## src/design/battery_gauge_filter_percent_unit_defines.svh

```systemverilog
// Assertion macros for the battery gauge filter percent unit.
`ifndef BATTERY_GAUGE_FILTER_PERCENT_UNIT_DEFINES_SVH
`define BATTERY_GAUGE_FILTER_PERCENT_UNIT_DEFINES_SVH

// Same-cycle implication, checked out of reset.
`define BGFP_ASSERT_NOW(label, ante, cons, msg) \
  label: assert property (@(posedge clk) disable iff (!rst_n) (ante) |-> (cons)) \
    else $error(msg);

// Next-cycle implication, checked out of reset.
`define BGFP_ASSERT_NEXT(label, ante, cons, msg) \
  label: assert property (@(posedge clk) disable iff (!rst_n) (ante) |=> (cons)) \
    else $error(msg);

`endif

```

## src/design/bgfp_pkg.sv

```systemverilog
// Shared types, constants and the voltage level table for the battery gauge.
package bgfp_pkg;

  localparam int ADC_W      = 12;
  localparam int OFFSET_W   = 17;
  localparam int VOLT_W     = 22;
  localparam int PCT_W      = 7;
  localparam int TBL_IDX_W  = 4;
  localparam int TABLE_SIZE = 16;
  localparam int TEN_BITS   = 4;

  localparam int MUL_A_W = 26;
  localparam int MUL_B_W = 27;
  localparam int PROD_W  = MUL_A_W + MUL_B_W;

  // adc * 5808 / 10 gives volts * 65536 for 3.3 * 11 / 4096 V per LSB
  localparam logic [MUL_B_W-1:0] CONV_GAIN     = 27'd5808;
  localparam logic [MUL_B_W-1:0] FILT_OLD_GAIN = 27'd9;
  // ceil(2^30 / 10): exact floor(x / 10) for any x below 2^26
  localparam logic [MUL_B_W-1:0] RECIP_10      = 27'd107374183;
  localparam int                 RECIP_SHIFT   = 30;
  localparam logic [MUL_A_W-1:0] ROUND_HALF    = 26'd5;

  localparam logic [OFFSET_W-1:0] OFFSET_RESET   = 17'd57016;
  localparam logic [VOLT_W-1:0]   LOAD_THRESHOLD = 22'd6554;
  localparam logic [7:0]          PCT_FULL       = 8'd100;

  typedef logic [TBL_IDX_W-1:0] tbl_idx_t;

  typedef enum logic [2:0] {
    ST_IDLE,
    ST_CONV,
    ST_DIV1,
    ST_FILT,
    ST_FDIV,
    ST_SRCH,
    ST_TEN,
    ST_DONE
  } state_t;

  typedef enum logic [1:0] {
    MUL_ADC,
    MUL_CONV,
    MUL_NINE,
    MUL_FILT
  } mul_sel_t;

  typedef struct packed {
    logic     in_ready;
    logic     mul_en;
    mul_sel_t mul_sel;
    logic     now_ld;
    logic     filt_ld_now;
    logic     filt_ld_div;
    logic     srch;
    logic     ten;
    logic     out_ld;
  } ctrl_t;

  typedef struct packed {
    logic in_valid;
    logic out_free;
    logic filt_low;
    logic hit;
    logic idx_zero;
    logic idx_last;
    logic span_zero;
    logic bit_last;
  } stat_t;

  // descending breakpoints, volts * 65536; entries past ten repeat 9.0 V
  function automatic logic [VOLT_W-1:0] level_at(input tbl_idx_t idx);
    logic [VOLT_W-1:0] lvl;
    case (idx)
      4'd0:    lvl = 22'd786432;
      4'd1:    lvl = 22'd773325;
      4'd2:    lvl = 22'd753664;
      4'd3:    lvl = 22'd740557;
      4'd4:    lvl = 22'd727450;
      4'd5:    lvl = 22'd720896;
      4'd6:    lvl = 22'd714342;
      4'd7:    lvl = 22'd701235;
      4'd8:    lvl = 22'd688128;
      default: lvl = 22'd589824;
    endcase
    return lvl;
  endfunction

endpackage

```

## src/design/bgfp_mul.sv

```systemverilog
// Shared registered multiplier used for scaling, filtering and divide by ten.
module bgfp_mul (
  input  logic                             clk,
  input  logic                             en,
  input  logic [bgfp_pkg::MUL_A_W-1:0]     a,
  input  logic [bgfp_pkg::MUL_B_W-1:0]     b,
  output logic [bgfp_pkg::PROD_W-1:0]      prod
);

  logic [bgfp_pkg::PROD_W-1:0] prod_r;

  always_ff @(posedge clk) begin
    if (en) begin
      prod_r <= {{bgfp_pkg::MUL_B_W{1'b0}}, a} * {{bgfp_pkg::MUL_A_W{1'b0}}, b};
    end
  end

  assign prod = prod_r;

endmodule

```

## config.mk

```make
export PLATFORM = sky130hd
export DESIGN_NAME = bgfp_mul
export DESIGN_NICKNAME = d
export VERILOG_FILES = /design/src/design/battery_gauge_filter_percent_unit_defines.svh /design/src/design/bgfp_pkg.sv /design/src/design/bgfp_mul.sv
export SDC_FILE = /design/constraint.sdc
export NUM_CORES = 2
export LEC_CHECK = 0
export BUFFER_PORTS_ARGS = -buffer_cell sky130_fd_sc_hd__buf_2
export CAP_MARGIN = 10
export CELL_PAD_IN_SITES_DETAIL_PLACEMENT = 0
export CELL_PAD_IN_SITES_GLOBAL_PLACEMENT = 1
export CORE_MARGIN = 3
export CORE_UTILIZATION = 55
export DETAILED_ROUTE_END_ITERATION = 7
export GPL_ROUTABILITY_DRIVEN = 0
export PLACE_DENSITY_LB_ADDON = 0.1
export SLEW_MARGIN = 20
export SYNTH_ARGS = -nofsm -noshare
export SYNTH_HDL_FRONTEND = slang
export SYNTH_SLANG_ARGS = --single-unit
```

## constraint.sdc

```tcl
create_clock -name clk -period 15.8 [get_ports clk]
set_clock_uncertainty 0.1 [all_clocks]
set_input_delay 0.79 -clock clk [delete_from_list [all_inputs] [get_ports clk]]
set_output_delay 0.79 -clock clk [all_outputs]
set_load 0.03 [all_outputs]
```

### Word level (Yosys, flattened, before mapping)

Cells that the tools add are included.

| storage, ports and cells | value |
|---|---|
| flip-flop bits (word level) | 53 |
| input port bits | 55 |
| word-level logic and storage cells | 2 |
| output and inout bits | 53 |

| cells by class | value |
|---|---|
| multipliers | 1 |

Operators by type and width:

| operator | number |
|---|---|
| multiplier 26 x 27 -> 53 bit | 1 |

### Longest topological paths before layout

| logic depth | value |
|---|---|
| depth in word-level cells | 1 |
| depth in mapped cells | 26 |
| gate-level depth less buffers | 24 |

### Least setup slack after synthesis

Ideal clock, no wire load.

| timing path | value |
|---|---|
| path kind | input port to flip-flop |
| start | in a[5] (netlist name) |
| end | reg prod_r (netlist bit prod[46]), data pin |
| path buffers | 3 |
| required time | 15.438 ns |
| path slack | 8.511 ns |
| stages on the path | 25 |
| arrival time | 6.927 ns |
| setup time | 0.262 ns |
| cell sequence | clkbuf_1 clkbuf_1 nand2_1 fa_1 inv_1 fa_1 inv_1 fa_1 fa_1 inv_1 fa_1 fa_1 inv_1 fa_1 inv_1 ha_1 buf_6 a21o_1 a31oi_1 or3b_1 a211oi_2 nor2_2 a311oi_4 o21ai_1 xor2_1 |

| between the ends | value |
|---|---|
| longest elaborated chain between the ends | 1 |

RTL lines:

| what | line | text |
|---|---|---|
| start, declared | bgfp_mul.sv:5 | `input logic [bgfp_pkg::MUL_A_W-1:0] a,` |
| multiplier 26 x 27 -> 53 bit | bgfp_mul.sv:14 | `prod_r <= {{bgfp_pkg::MUL_B_W{1'b0}}, a} * {{bgfp_pkg::MUL_A_W{1'b0}}, b};` |
| end signal, assigned | bgfp_mul.sv:14 |  |
| end, declared | bgfp_mul.sv:10 | `logic [bgfp_pkg::PROD_W-1:0] prod_r;` |

Every way passes these cells.
A chain may end at the register's enable or synchronous reset.

### Final worst setup path

| timing path | value |
|---|---|
| start | in b[14] (netlist name) |
| end | reg prod_r (netlist bit prod[49]), data pin |

| between the ends | value |
|---|---|
| longest elaborated chain between the ends | 1 |

RTL lines:

| what | line | text |
|---|---|---|
| start, declared | bgfp_mul.sv:6 | `input logic [bgfp_pkg::MUL_B_W-1:0] b,` |
| multiplier 26 x 27 -> 53 bit | bgfp_mul.sv:14 |  |

Every way passes these cells.

==> impl_metrics.toml <==
[status]
status = "complete, no violations"

[placement]
dp_worst_setup_slack_ns = 7.79
detail_placement_hpwl_um = 51000
place.detailed.instances = 3200
placement.io_buffers = 107

[floorplan]
die_w_um = 218
fp-row-count = 76
floorplan.io_pins = 108
design.die.area_sq_um = 47300
floorplan.die.height_um = 218
core_sq_um = 43600
floorplan.initialDensity = 0.564

[cts]
clkTransAtPathRegs_ns = 0.08
tritoncts = "yes"
cts_htree_levels = 2
tritoncts.num_buffers = 5
postCtsHoldBufs = 0
clock_tree.root_cell = "sky130_fd_sc_hd__clkbuf_16"
post-cts-setup-buffer-count = 0
cts_resized = 0
cts-root-to-sink-buffers = 2
numClockSinks = 53

[yosys]
synth_seq_area_share = 0.0646
synth_area_sq_um = 24600
yosys.cell_types.count = 59
postSynthAreaPerCell_sq_um = 9.37
synthCells = 2629
postSynthRegisterBits = 53
synth_largest_area_cell = "sky130_fd_sc_hd__fa_1"
synth_edf_count = 53
synth-warning-count = 0
synth_flop_cell = "sky130_fd_sc_hd__edfxtp_1"
postSynth.asyncResetShare = 0
mappedNetlistNets = 3474
synth_area_leaders = "sky130_fd_sc_hd__fa_1 (49%), sky130_fd_sc_hd__and2_1 (10%), sky130_fd_sc_hd__inv_1 (9.9%)"
synth.top_cell.area_share = 0.486

[sta]
final_period_minus_worst_setup_slack_ns = 7.76
hold-worst-slack_ns = 1.04
achievable-frequency_mhz = 129
finalWorstSetupSlack_ns = 8.04
timing.final.crit_share = 0.491
worst_case_headroom_to_the_max_slew_limit = 0.527
setup_violations = 0
tightest_slew_ns = 0.709
rsz0062_at_grt = "false"
hold_viol = 0
tns_ns = 0
max_slew_violation_count = 0

[final_layout]
antenna_cells = 0
finish.net_count = 3467
largest_register_ff_count = 53
layout-area-overhead-vs-synth_pct = 3.96
fraction_of_final_layout_cells_with_drive_strength_greater_than_1 = 0.0568
filler_cell_count = 3890
most-common-layout-cells = "sky130_fd_sc_hd__inv_1 (651), sky130_fd_sc_hd__fa_1 (598), sky130_fd_sc_hd__and2_1 (393)"
layout_commonest_cell = "sky130_fd_sc_hd__inv_1"
layout.cells.non_filler = 3208

[worst_setup_path]
kind_of_capture_point_of_the_worst_setup_path = "flop"
worstPathMaxFanout = 26
critPathTopFamily = "adder cells"
cp-start-kind = "input pin"
ws_path_type = "in -> reg"
crit_start = "b[14]"
path_common_cell = "sky130_fd_sc_hd__fa_1"
path_buf_inv = 6
cpPeakStageDelay_ns = 0.56
cp.depth = 24
cpMaxStageDelayCell = "sky130_fd_sc_hd__fa_1"
cell_chain_of_the_critical_path = "buf_2 -> nand2_1 -> fa_1 -> inv_1 -> fa_1 -> inv_1 -> fa_1 -> fa_1 -> inv_1 -> fa_1 -> fa_1 -> inv_1 -> fa_1 -> inv_1 -> ha_1 -> nand2_1 -> o21ai_1 -> a311oi_2 -> a211oi_2 -> nor3_2 -> o31ai_2 -> a2111oi_2 -> nor2_2 -> xor2_1"
worst_ep_required_time_ns = 15.77
worst_setup_path_endpoint = "prod[49]"
cp_data_arrival_time_ns = 7.72

[grt]
gr-total-overflow = 0
antenna_found_initial = 1
global_route_wire_length_before_repair_um = 103000
grt_pass1_vias = 19100
grt_util_all_layers = 0.279
grt_start_max_net_pins = 54

[drt]
drtAntennaViolNets = 0
dr.first_iter.drc_count = 836
drc_markers = 0
avgViaCountPerCell = 5.39
detailroute.via_count = 17300
route.final.wire_length_um = 62700
dr.pass1.iters = 5
post_drt_wl_per_cell_um = 19.5

[hold_path]
min_path_cells = 2
holdCritPathClass = "in -> reg"

[run]
drv_cap = 0
[through the flow]
step	cell area, sq um	utilization
6_report	25600	0.587
5_1_grt	25600	0.587
4_1_cts	25600	0.587
3_5_place_dp	25400	0.583
3_3_place_gp	25400	0.583
2_1_floorplan	24600	-
[layer usage]
layer,vias up,track usage,share of wire
met1,9062,0.351,0.38
met5,-,0,0.00032
met4,2,0.111,0.050
li1,7618,-,-
met2,466,0.504,0.53
met3,136,0.0206,0.038
[cells by family after synthesis]
group / Yosys count / share of synthesized area
adder cells (fa/ha/maj): 790 / 0.584
AO/OA/AOI/OAI: 152 / 0.0453
XOR/XNOR: 48 / 0.0174
buffers and inverters: 774 / 0.119
AND/OR/NAND/NOR: 812 / 0.170
flip-flops: 53 / 0.0646
[area by class of cell]
cell class                 count  area (sq um)  share of cell area
clock buffer                   5           125             0.00489
clock inverter                 3          50.0             0.00196
inverter                     651          2440              0.0955
multi-input combinational   1802         20100               0.785
sequential                    53          1590              0.0622
tap                          585           732              0.0286
timing repair buffer         109           551              0.0215
[worst min path at each step]
stage              from       end  slack (ns)
2_1_floorplan        en   prod[0]        0.80
3_3_place_gp   prod[38]  prod[38]        1.17
3_5_place_dp   prod[36]  prod[36]        1.17
4_1_cts              en  prod[46]        1.07
5_1_grt            b[0]   prod[0]        1.09
6_report             en  prod[45]        1.04
[cells in the mapped netlist (all sizes together) (2+ instances only)]
master  count
inv       651
fa        598
and2      394
nand2     340
ha        192
clkbuf    117
a21oi      61
edfxtp     53
xnor2      33
o21ai      30
a21o       23
nor2       21
nand3      17
xor2       15
a31oi       9
and3        9
nand4       9
o21bai      9
buf         6
nand2b      5
nor3        5
a211oi      3
a311oi      3
nor2b       3
a211o       2
a41oi       2
nand3b      2
nor4        2
or3b        2
Power is left out: the tool's default activity adds up to more than one toggle a clock period on the data nets, which glitch-free logic cannot reach.
