===== config.mk =====
export PLATFORM = sky130hd
export DESIGN_NAME = bgfp_ctrl
export DESIGN_NICKNAME = d
export VERILOG_FILES = /design/src/design/battery_gauge_filter_percent_unit_defines.svh /design/src/design/bgfp_pkg.sv /design/src/design/bgfp_ctrl.sv
export SDC_FILE = /design/constraint.sdc
export NUM_CORES = 1
export LEC_CHECK = 0
export BUFFER_PORTS_ARGS = -buffer_cell sky130_fd_sc_hd__buf_2
export CORE_AREA = 8 8 45 47
export DETAILED_ROUTE_END_ITERATION = 12
export DIE_AREA = 0 0 53 55
export SKIP_LAST_GASP = 1
export SLEW_MARGIN = 30
export SYNTH_ARGS = -nofsm -noshare
export SYNTH_HDL_FRONTEND = slang
export SYNTH_SLANG_ARGS = --single-unit

===== constraint.sdc =====
create_clock -name clk -period 1.34 [get_ports clk]
set_input_delay 0.134 -clock clk [delete_from_list [all_inputs] [get_ports clk]]
set_output_delay 0.134 -clock clk [all_outputs]
set_load 0.005 [all_outputs]

===== src/design/battery_gauge_filter_percent_unit_defines.svh =====
// Assertion macros for the battery gauge filter percent unit.
`ifndef BATTERY_GAUGE_FILTER_PERCENT_UNIT_DEFINES_SVH
`define BATTERY_GAUGE_FILTER_PERCENT_UNIT_DEFINES_SVH

// Same-cycle implication, checked out of reset.
`define BGFP_ASSERT_NOW(label, ante, cons, msg) \
  label: assert property (@(posedge clk) disable iff (!rst_n) (ante) |-> (cons)) \
    else $error(msg);

// Next-cycle implication, checked out of reset.
`define BGFP_ASSERT_NEXT(label, ante, cons, msg) \
  label: assert property (@(posedge clk) disable iff (!rst_n) (ante) |=> (cons)) \
    else $error(msg);

`endif


===== src/design/bgfp_pkg.sv =====
// Shared types, constants and the voltage level table for the battery gauge.
package bgfp_pkg;

  localparam int ADC_W      = 12;
  localparam int OFFSET_W   = 17;
  localparam int VOLT_W     = 22;
  localparam int PCT_W      = 7;
  localparam int TBL_IDX_W  = 4;
  localparam int TABLE_SIZE = 16;
  localparam int TEN_BITS   = 4;

  localparam int MUL_A_W = 26;
  localparam int MUL_B_W = 27;
  localparam int PROD_W  = MUL_A_W + MUL_B_W;

  // adc * 5808 / 10 gives volts * 65536 for 3.3 * 11 / 4096 V per LSB
  localparam logic [MUL_B_W-1:0] CONV_GAIN     = 27'd5808;
  localparam logic [MUL_B_W-1:0] FILT_OLD_GAIN = 27'd9;
  // ceil(2^30 / 10): exact floor(x / 10) for any x below 2^26
  localparam logic [MUL_B_W-1:0] RECIP_10      = 27'd107374183;
  localparam int                 RECIP_SHIFT   = 30;
  localparam logic [MUL_A_W-1:0] ROUND_HALF    = 26'd5;

  localparam logic [OFFSET_W-1:0] OFFSET_RESET   = 17'd57016;
  localparam logic [VOLT_W-1:0]   LOAD_THRESHOLD = 22'd6554;
  localparam logic [7:0]          PCT_FULL       = 8'd100;

  typedef logic [TBL_IDX_W-1:0] tbl_idx_t;

  typedef enum logic [2:0] {
    ST_IDLE,
    ST_CONV,
    ST_DIV1,
    ST_FILT,
    ST_FDIV,
    ST_SRCH,
    ST_TEN,
    ST_DONE
  } state_t;

  typedef enum logic [1:0] {
    MUL_ADC,
    MUL_CONV,
    MUL_NINE,
    MUL_FILT
  } mul_sel_t;

  typedef struct packed {
    logic     in_ready;
    logic     mul_en;
    mul_sel_t mul_sel;
    logic     now_ld;
    logic     filt_ld_now;
    logic     filt_ld_div;
    logic     srch;
    logic     ten;
    logic     out_ld;
  } ctrl_t;

  typedef struct packed {
    logic in_valid;
    logic out_free;
    logic filt_low;
    logic hit;
    logic idx_zero;
    logic idx_last;
    logic span_zero;
    logic bit_last;
  } stat_t;

  // descending breakpoints, volts * 65536; entries past ten repeat 9.0 V
  function automatic logic [VOLT_W-1:0] level_at(input tbl_idx_t idx);
    logic [VOLT_W-1:0] lvl;
    case (idx)
      4'd0:    lvl = 22'd786432;
      4'd1:    lvl = 22'd773325;
      4'd2:    lvl = 22'd753664;
      4'd3:    lvl = 22'd740557;
      4'd4:    lvl = 22'd727450;
      4'd5:    lvl = 22'd720896;
      4'd6:    lvl = 22'd714342;
      4'd7:    lvl = 22'd701235;
      4'd8:    lvl = 22'd688128;
      default: lvl = 22'd589824;
    endcase
    return lvl;
  endfunction

endpackage


===== src/design/bgfp_ctrl.sv =====
// Sequencer for the shared multiplier, table search and tenths divide steps.
module bgfp_ctrl (
  input  logic               clk,
  input  logic               rst_n,
  input  bgfp_pkg::stat_t    stat,
  output bgfp_pkg::ctrl_t    ctrl,
  output bgfp_pkg::state_t   state
);

  bgfp_pkg::state_t st_r;
  bgfp_pkg::state_t st_nxt;

  always_ff @(posedge clk) begin
    if (!rst_n) begin
      st_r <= bgfp_pkg::ST_IDLE;
    end else begin
      st_r <= st_nxt;
    end
  end

  always_comb begin
    st_nxt = st_r;
    case (st_r)
      bgfp_pkg::ST_IDLE: begin
        if (stat.in_valid) st_nxt = bgfp_pkg::ST_CONV;
      end
      bgfp_pkg::ST_CONV: st_nxt = bgfp_pkg::ST_DIV1;
      bgfp_pkg::ST_DIV1: begin
        st_nxt = stat.filt_low ? bgfp_pkg::ST_SRCH : bgfp_pkg::ST_FILT;
      end
      bgfp_pkg::ST_FILT: st_nxt = bgfp_pkg::ST_FDIV;
      bgfp_pkg::ST_FDIV: st_nxt = bgfp_pkg::ST_SRCH;
      bgfp_pkg::ST_SRCH: begin
        if (stat.hit) begin
          st_nxt = (stat.idx_zero || stat.span_zero) ? bgfp_pkg::ST_DONE : bgfp_pkg::ST_TEN;
        end else if (stat.idx_last) begin
          st_nxt = bgfp_pkg::ST_DONE;
        end
      end
      bgfp_pkg::ST_TEN: begin
        if (stat.bit_last) st_nxt = bgfp_pkg::ST_DONE;
      end
      bgfp_pkg::ST_DONE: begin
        if (stat.out_free) st_nxt = bgfp_pkg::ST_IDLE;
      end
      default: st_nxt = bgfp_pkg::ST_IDLE;
    endcase
  end

  always_comb begin
    ctrl = '0;
    ctrl.mul_sel = bgfp_pkg::MUL_ADC;
    case (st_r)
      bgfp_pkg::ST_IDLE: begin
        ctrl.in_ready = 1'b1;
        ctrl.mul_en   = stat.in_valid;
        ctrl.mul_sel  = bgfp_pkg::MUL_ADC;
      end
      bgfp_pkg::ST_CONV: begin
        ctrl.mul_en  = 1'b1;
        ctrl.mul_sel = bgfp_pkg::MUL_CONV;
      end
      bgfp_pkg::ST_DIV1: begin
        ctrl.now_ld      = 1'b1;
        ctrl.filt_ld_now = stat.filt_low;
        ctrl.mul_en      = !stat.filt_low;
        ctrl.mul_sel     = bgfp_pkg::MUL_NINE;
      end
      bgfp_pkg::ST_FILT: begin
        ctrl.mul_en  = 1'b1;
        ctrl.mul_sel = bgfp_pkg::MUL_FILT;
      end
      bgfp_pkg::ST_FDIV: ctrl.filt_ld_div = 1'b1;
      bgfp_pkg::ST_SRCH: ctrl.srch = 1'b1;
      bgfp_pkg::ST_TEN:  ctrl.ten = 1'b1;
      bgfp_pkg::ST_DONE: ctrl.out_ld = stat.out_free;
      default: ctrl = '0;
    endcase
  end

  assign state = st_r;

endmodule


After elaboration in Yosys (flattened, before gate mapping):

Index checks and enable logic that the tools add are counted.

* register bits after elaboration: 3
* bits in latches: 0
* RAM bits: 0
* memory bits (read-only): 0
* output and inout bits: 13
* logic and storage cells: 31
* memories: 0

* add/sub/neg operators: 0
* $mul: 0
* div/mod/pow operators: 0
* magnitude comparators: 0
* equality and inequality tests: 11
* shifts and indexed selects: 0
* muxes and demuxes: 15
* bitwise gates (word level): 0
* reductions and logical operators: 4

Operators by type and width (count)
* 3-bit one-hot mux with 8 select lines: 1
* 3-bit 2-to-1 mux: 6
* 3-bit equality test, second input constant: 4
* 3-bit one-hot mux with 4 select lines: 1
* 3-bit by 2-bit equality test with 1-bit output, second input constant: 2
* 1-bit 2-to-1 mux: 6
* 2-bit != test, second input constant: 3
* 4-bit AND reduction: 1
* 3-bit by 1-bit equality test with 1-bit output, second input constant: 1
* 3-bit logical NOT: 1
* 3-bit != test, second input constant: 1
* 2-bit 2-to-1 mux: 1
* 1-bit logical NOT: 1
* 1-bit logical OR: 1

Depth between registers and ports, before layout:

* depth after elaboration: 4
* mapped depth: 4
* gate-level depth less buffers: 3

Worst setup path before layout:

Ideal clock, no wire load.

* path type: reg2reg
* start point: register st_r[1] (netlist: state[1])
* end point: register st_r[0] (netlist: state[0])
* arrival: 868 ps
* required time: 1216 ps
* path slack: 347 ps
* stages on the path, launching flop included: 4
* period minus slack after synthesis: 993 ps
* cell sequence: dfxtp_1 > or3_1 > o2111ai_1 > o21ai_1

* cells in the longest elaborated chain, start to end: 3

Ends and longest elaborated chain
* start, declared: line bgfp_ctrl.sv:10 `bgfp_pkg::state_t st_r;`
* start signal, assigned: line bgfp_ctrl.sv:15 `st_r <= bgfp_pkg::ST_IDLE;`
* start signal, assigned: line bgfp_ctrl.sv:17 `st_r <= st_nxt;`
* 3-bit equality test or 3-bit logical NOT (tied branches): line bgfp_ctrl.sv:23 `case (st_r)`
* 3-bit != test (no source line) or 2-bit != test (tied branches)
* 4-bit AND reduction (no source line)

Several ways; a longest one is shown, not always the timed one.
A chain may end at the register's enable or synchronous reset.

==> reports/results.ini <==
[outcome]
status = complete, no violations

[sta]
slew_viol_final = 0
timing.final.ws_setup_ps = 128
slew-limit-headroom_pct = 80.0
period_share_pct = 90.4
unrepaired_setup_endpoints_after_global_routing = false
setup_total_negative_slack_ps = 0
setup_violations = 0
maxClockFrequency_ghz = 0.825
layout_min_cycle_time_ps = 1210
fin_worst_skew_ps = 0.348
report.final.hold_viol_count = 0
worst_slew_pin_slew_ps = 297

[worst_setup_path]
critPathTopFamily = flip-flops
crit_chain = nor2b_1, and3_1, buf_2
worstSetupEndpointType = output pin
max_stage_delay_ps = 450
cp-start-kind = flop
slowest_library_cell_on_the_worst_path = dfxtp_2
critPathArrivalTime_ps = 1080
crit_type = reg2out
worst-path-buf-inv = 1
timing.critical_path.required_ps = 1210
crit_path_max_fanout = 13

[cells_and_area]
antenna_cells_inserted = 0
areaGrowthSynthToFinish_pct = 64.2
post_route_cells_drive_above_1_share_pct = 48.3
fill_cells = 164
nNetsFinal = 71
largest_register_ffs = 3
instances_no_fill = 76

[place]
dp.final_hpwl_um = 715
placed_cells = 72
gpl.final_weighted_congestion = 0.743
preCtsSetupSlack_ps = 190
io_buffers = 22

[flow_run]
max_cap_viol_count = 0

[clock_tree]
tritoncts = done
cts_inserted_buffers = 3
post-cts-setup-buffer-count = 0
clock-root-buffer = clkbuf_4
insertion_delay_ps = 230
worst_setup_hold_path_clk_slew_ps = 40
numClockSinks = 3
htree_levels = 1
cts-root-to-sink-buffers = 2

[synthesis]
synth-async-reset-ratio_pct = 0
syn-instance-count = 36
synthesis.area_per_instance_um2 = 6.50
yosys-top-cells-area = dfxtp_1 26%, nor2_1 9.6%, nand2_1 8.0%
yosys_warnings = 0
yosys_most_used_dff = dfxtp_1
post_synthesis_sequential_area_ratio_pct = 25.7
yosysTopAreaCellShare_pct = 25.7
synth_fp_nets = 46
number_of_flip_flops_and_latches_in_the_synthesized_netlist = 3
yosysUniqueCellTypes = 19
yosysMostFrequentCell = nor2_1
syn-cell-area_um2 = 234
yosys.area.top_type = dfxtp_1
synth_common_cells = 6 x nor2_1, 5 x nand2_1, 3 x a21oi_1, 3 x dfxtp_1, 3 x o21ai_0
synth-edff-count = 0

[floorplan]
die_h_um = 55
std_cell_rows = 14
die_area_um2 = 2920
fp.coreArea_um2 = 1380
die_width_um = 53
io_pins = 23
initial_core_util_pct = 16.9

[routing]
drt_drc_violations_left = 0
drtIter0Drc = 7
firstDrtPassIters = 2
detail_route.wl_per_cell_um = 11.5
route.detailed.vias_per_inst = 4.36
drtAntennaViolNets = 0
route.final.wire_length_um = 877
detailroute.via_count = 331

[worst_hold_path]
hold_class = in2reg

[pwr]
power.density_cell_area_nw_per_um2 = 1090
fin_total_pwr_uw = 417
total_leakage_power_uw = 0.000205
irDropWorstVdd_v = 0.000317

[global_routing]
grt_start_max_net_pins = 17
antenna_found_initial = 0
vias_in_the_first_global_route = 331
grt.total_usage_pct = 6.00
globalRoute.totalOverflow = 0
grt_first_pass_wirelength_mm = 1.32

-- worst paths after layout --
path / from / slack, ps / end / cells past startpoint
max: state[2]$_SDFFE_PN0P_ / 130 / ctrl[4] / 3
min: rst_n / 160 / state[1]$_SDFFE_PN0P_ / 2
max reg2reg: state[1]$_SDFFE_PN0P_ / 280 / state[0]$_SDFFE_PN0P_ / 3
min reg2reg: state[0]$_SDFFE_PN0P_ / 520 / state[0]$_SDFFE_PN0P_ / 2
-- stage by stage --
stage	utilization [%]	instance area, µm²	hold WS [ps]
2_1_floorplan	-	234	267
3_3_place_gp	25.4	352	401
3_5_place_dp	25.4	352	418
4_1_cts	27.5	380	160
5_1_grt	27.8	384	162
6_report	27.8	384	165
-- placed cells by master (no fill, tap or decap) --
cell type  count
o2111ai_1      1
o221ai_1       1
a21oi_1        3
o21ai_1        1
nor4b_1        1
dfxtp_4        1
clkbuf_1       1
dfxtp_2        2
o211a_1        1
nor2b_1        2
nor2_1         6
o21ai_0        3
nand2_1        5
buf_2         22
nand4_1        1
or3_1          1
and3_1         1
clkbuf_4       3
inv_1          1
nor3_1         2
inv_2          1
-- layer usage --
layer  part of all wire [%]  global-route usage [%]  wire length [µm]
met1                     44                    7.41               389
met2                     45                    8.20               395
met3                    9.0                    1.87                79
met4                    1.3                    5.17                11
met5                      0                       0                 0
-- layout make-up --
type,count,area [µm²],area share [%]
Tap cell,16,20.0,5.21
Clock buffer,4,26.3,6.84
Sequential cell,3,66.3,17.3
Multi-Input combinational cell,29,154,40.1
Inverter,2,7.51,1.95
Timing Repair Buffer,22,110,28.7
-- kinds of logic (layout without fill, tap and decap cells) --
| logic type | count (synthesis) | in the layout | share of synthesized area, % |
|---|---|---|---|
| AO/OA/AOI/OAI | 10 | 10 | 26.7 |
| buffers and inverters | 4 | 28 | 8.55 |
| AND/OR/NAND/NOR | 19 | 19 | 39.0 |
| flip-flops | 3 | 3 | 25.7 |
-- report_power, final --
group	total (µW)	leakage, µW	internal (µW)	switching [µW]
logic	121	0.000164	64.1	57.0
registers	136	0.0000261	104	32.0
clock network	160	0.0000150	112	48.2
total	417	0.000205	280	137
-- worst register-to-register path, cell delays in order (launching register included) --
cell and delay (ps):
dfxtp_4 380, or3_1 370, o2111ai_1 100, o21ai_1 90
-- repair_timing --
| item | CTS | global route |
|---|---|---|
| gates resized for setup | 2 | 2 |
| hold endpoints to repair | 0 | 0 |
| gates cloned | 0 | 0 |
| setup endpoints to repair | 2 | 4 |
| hold buffers | 0 | 0 |
Note: power is estimated with default switching activity, not from simulation.
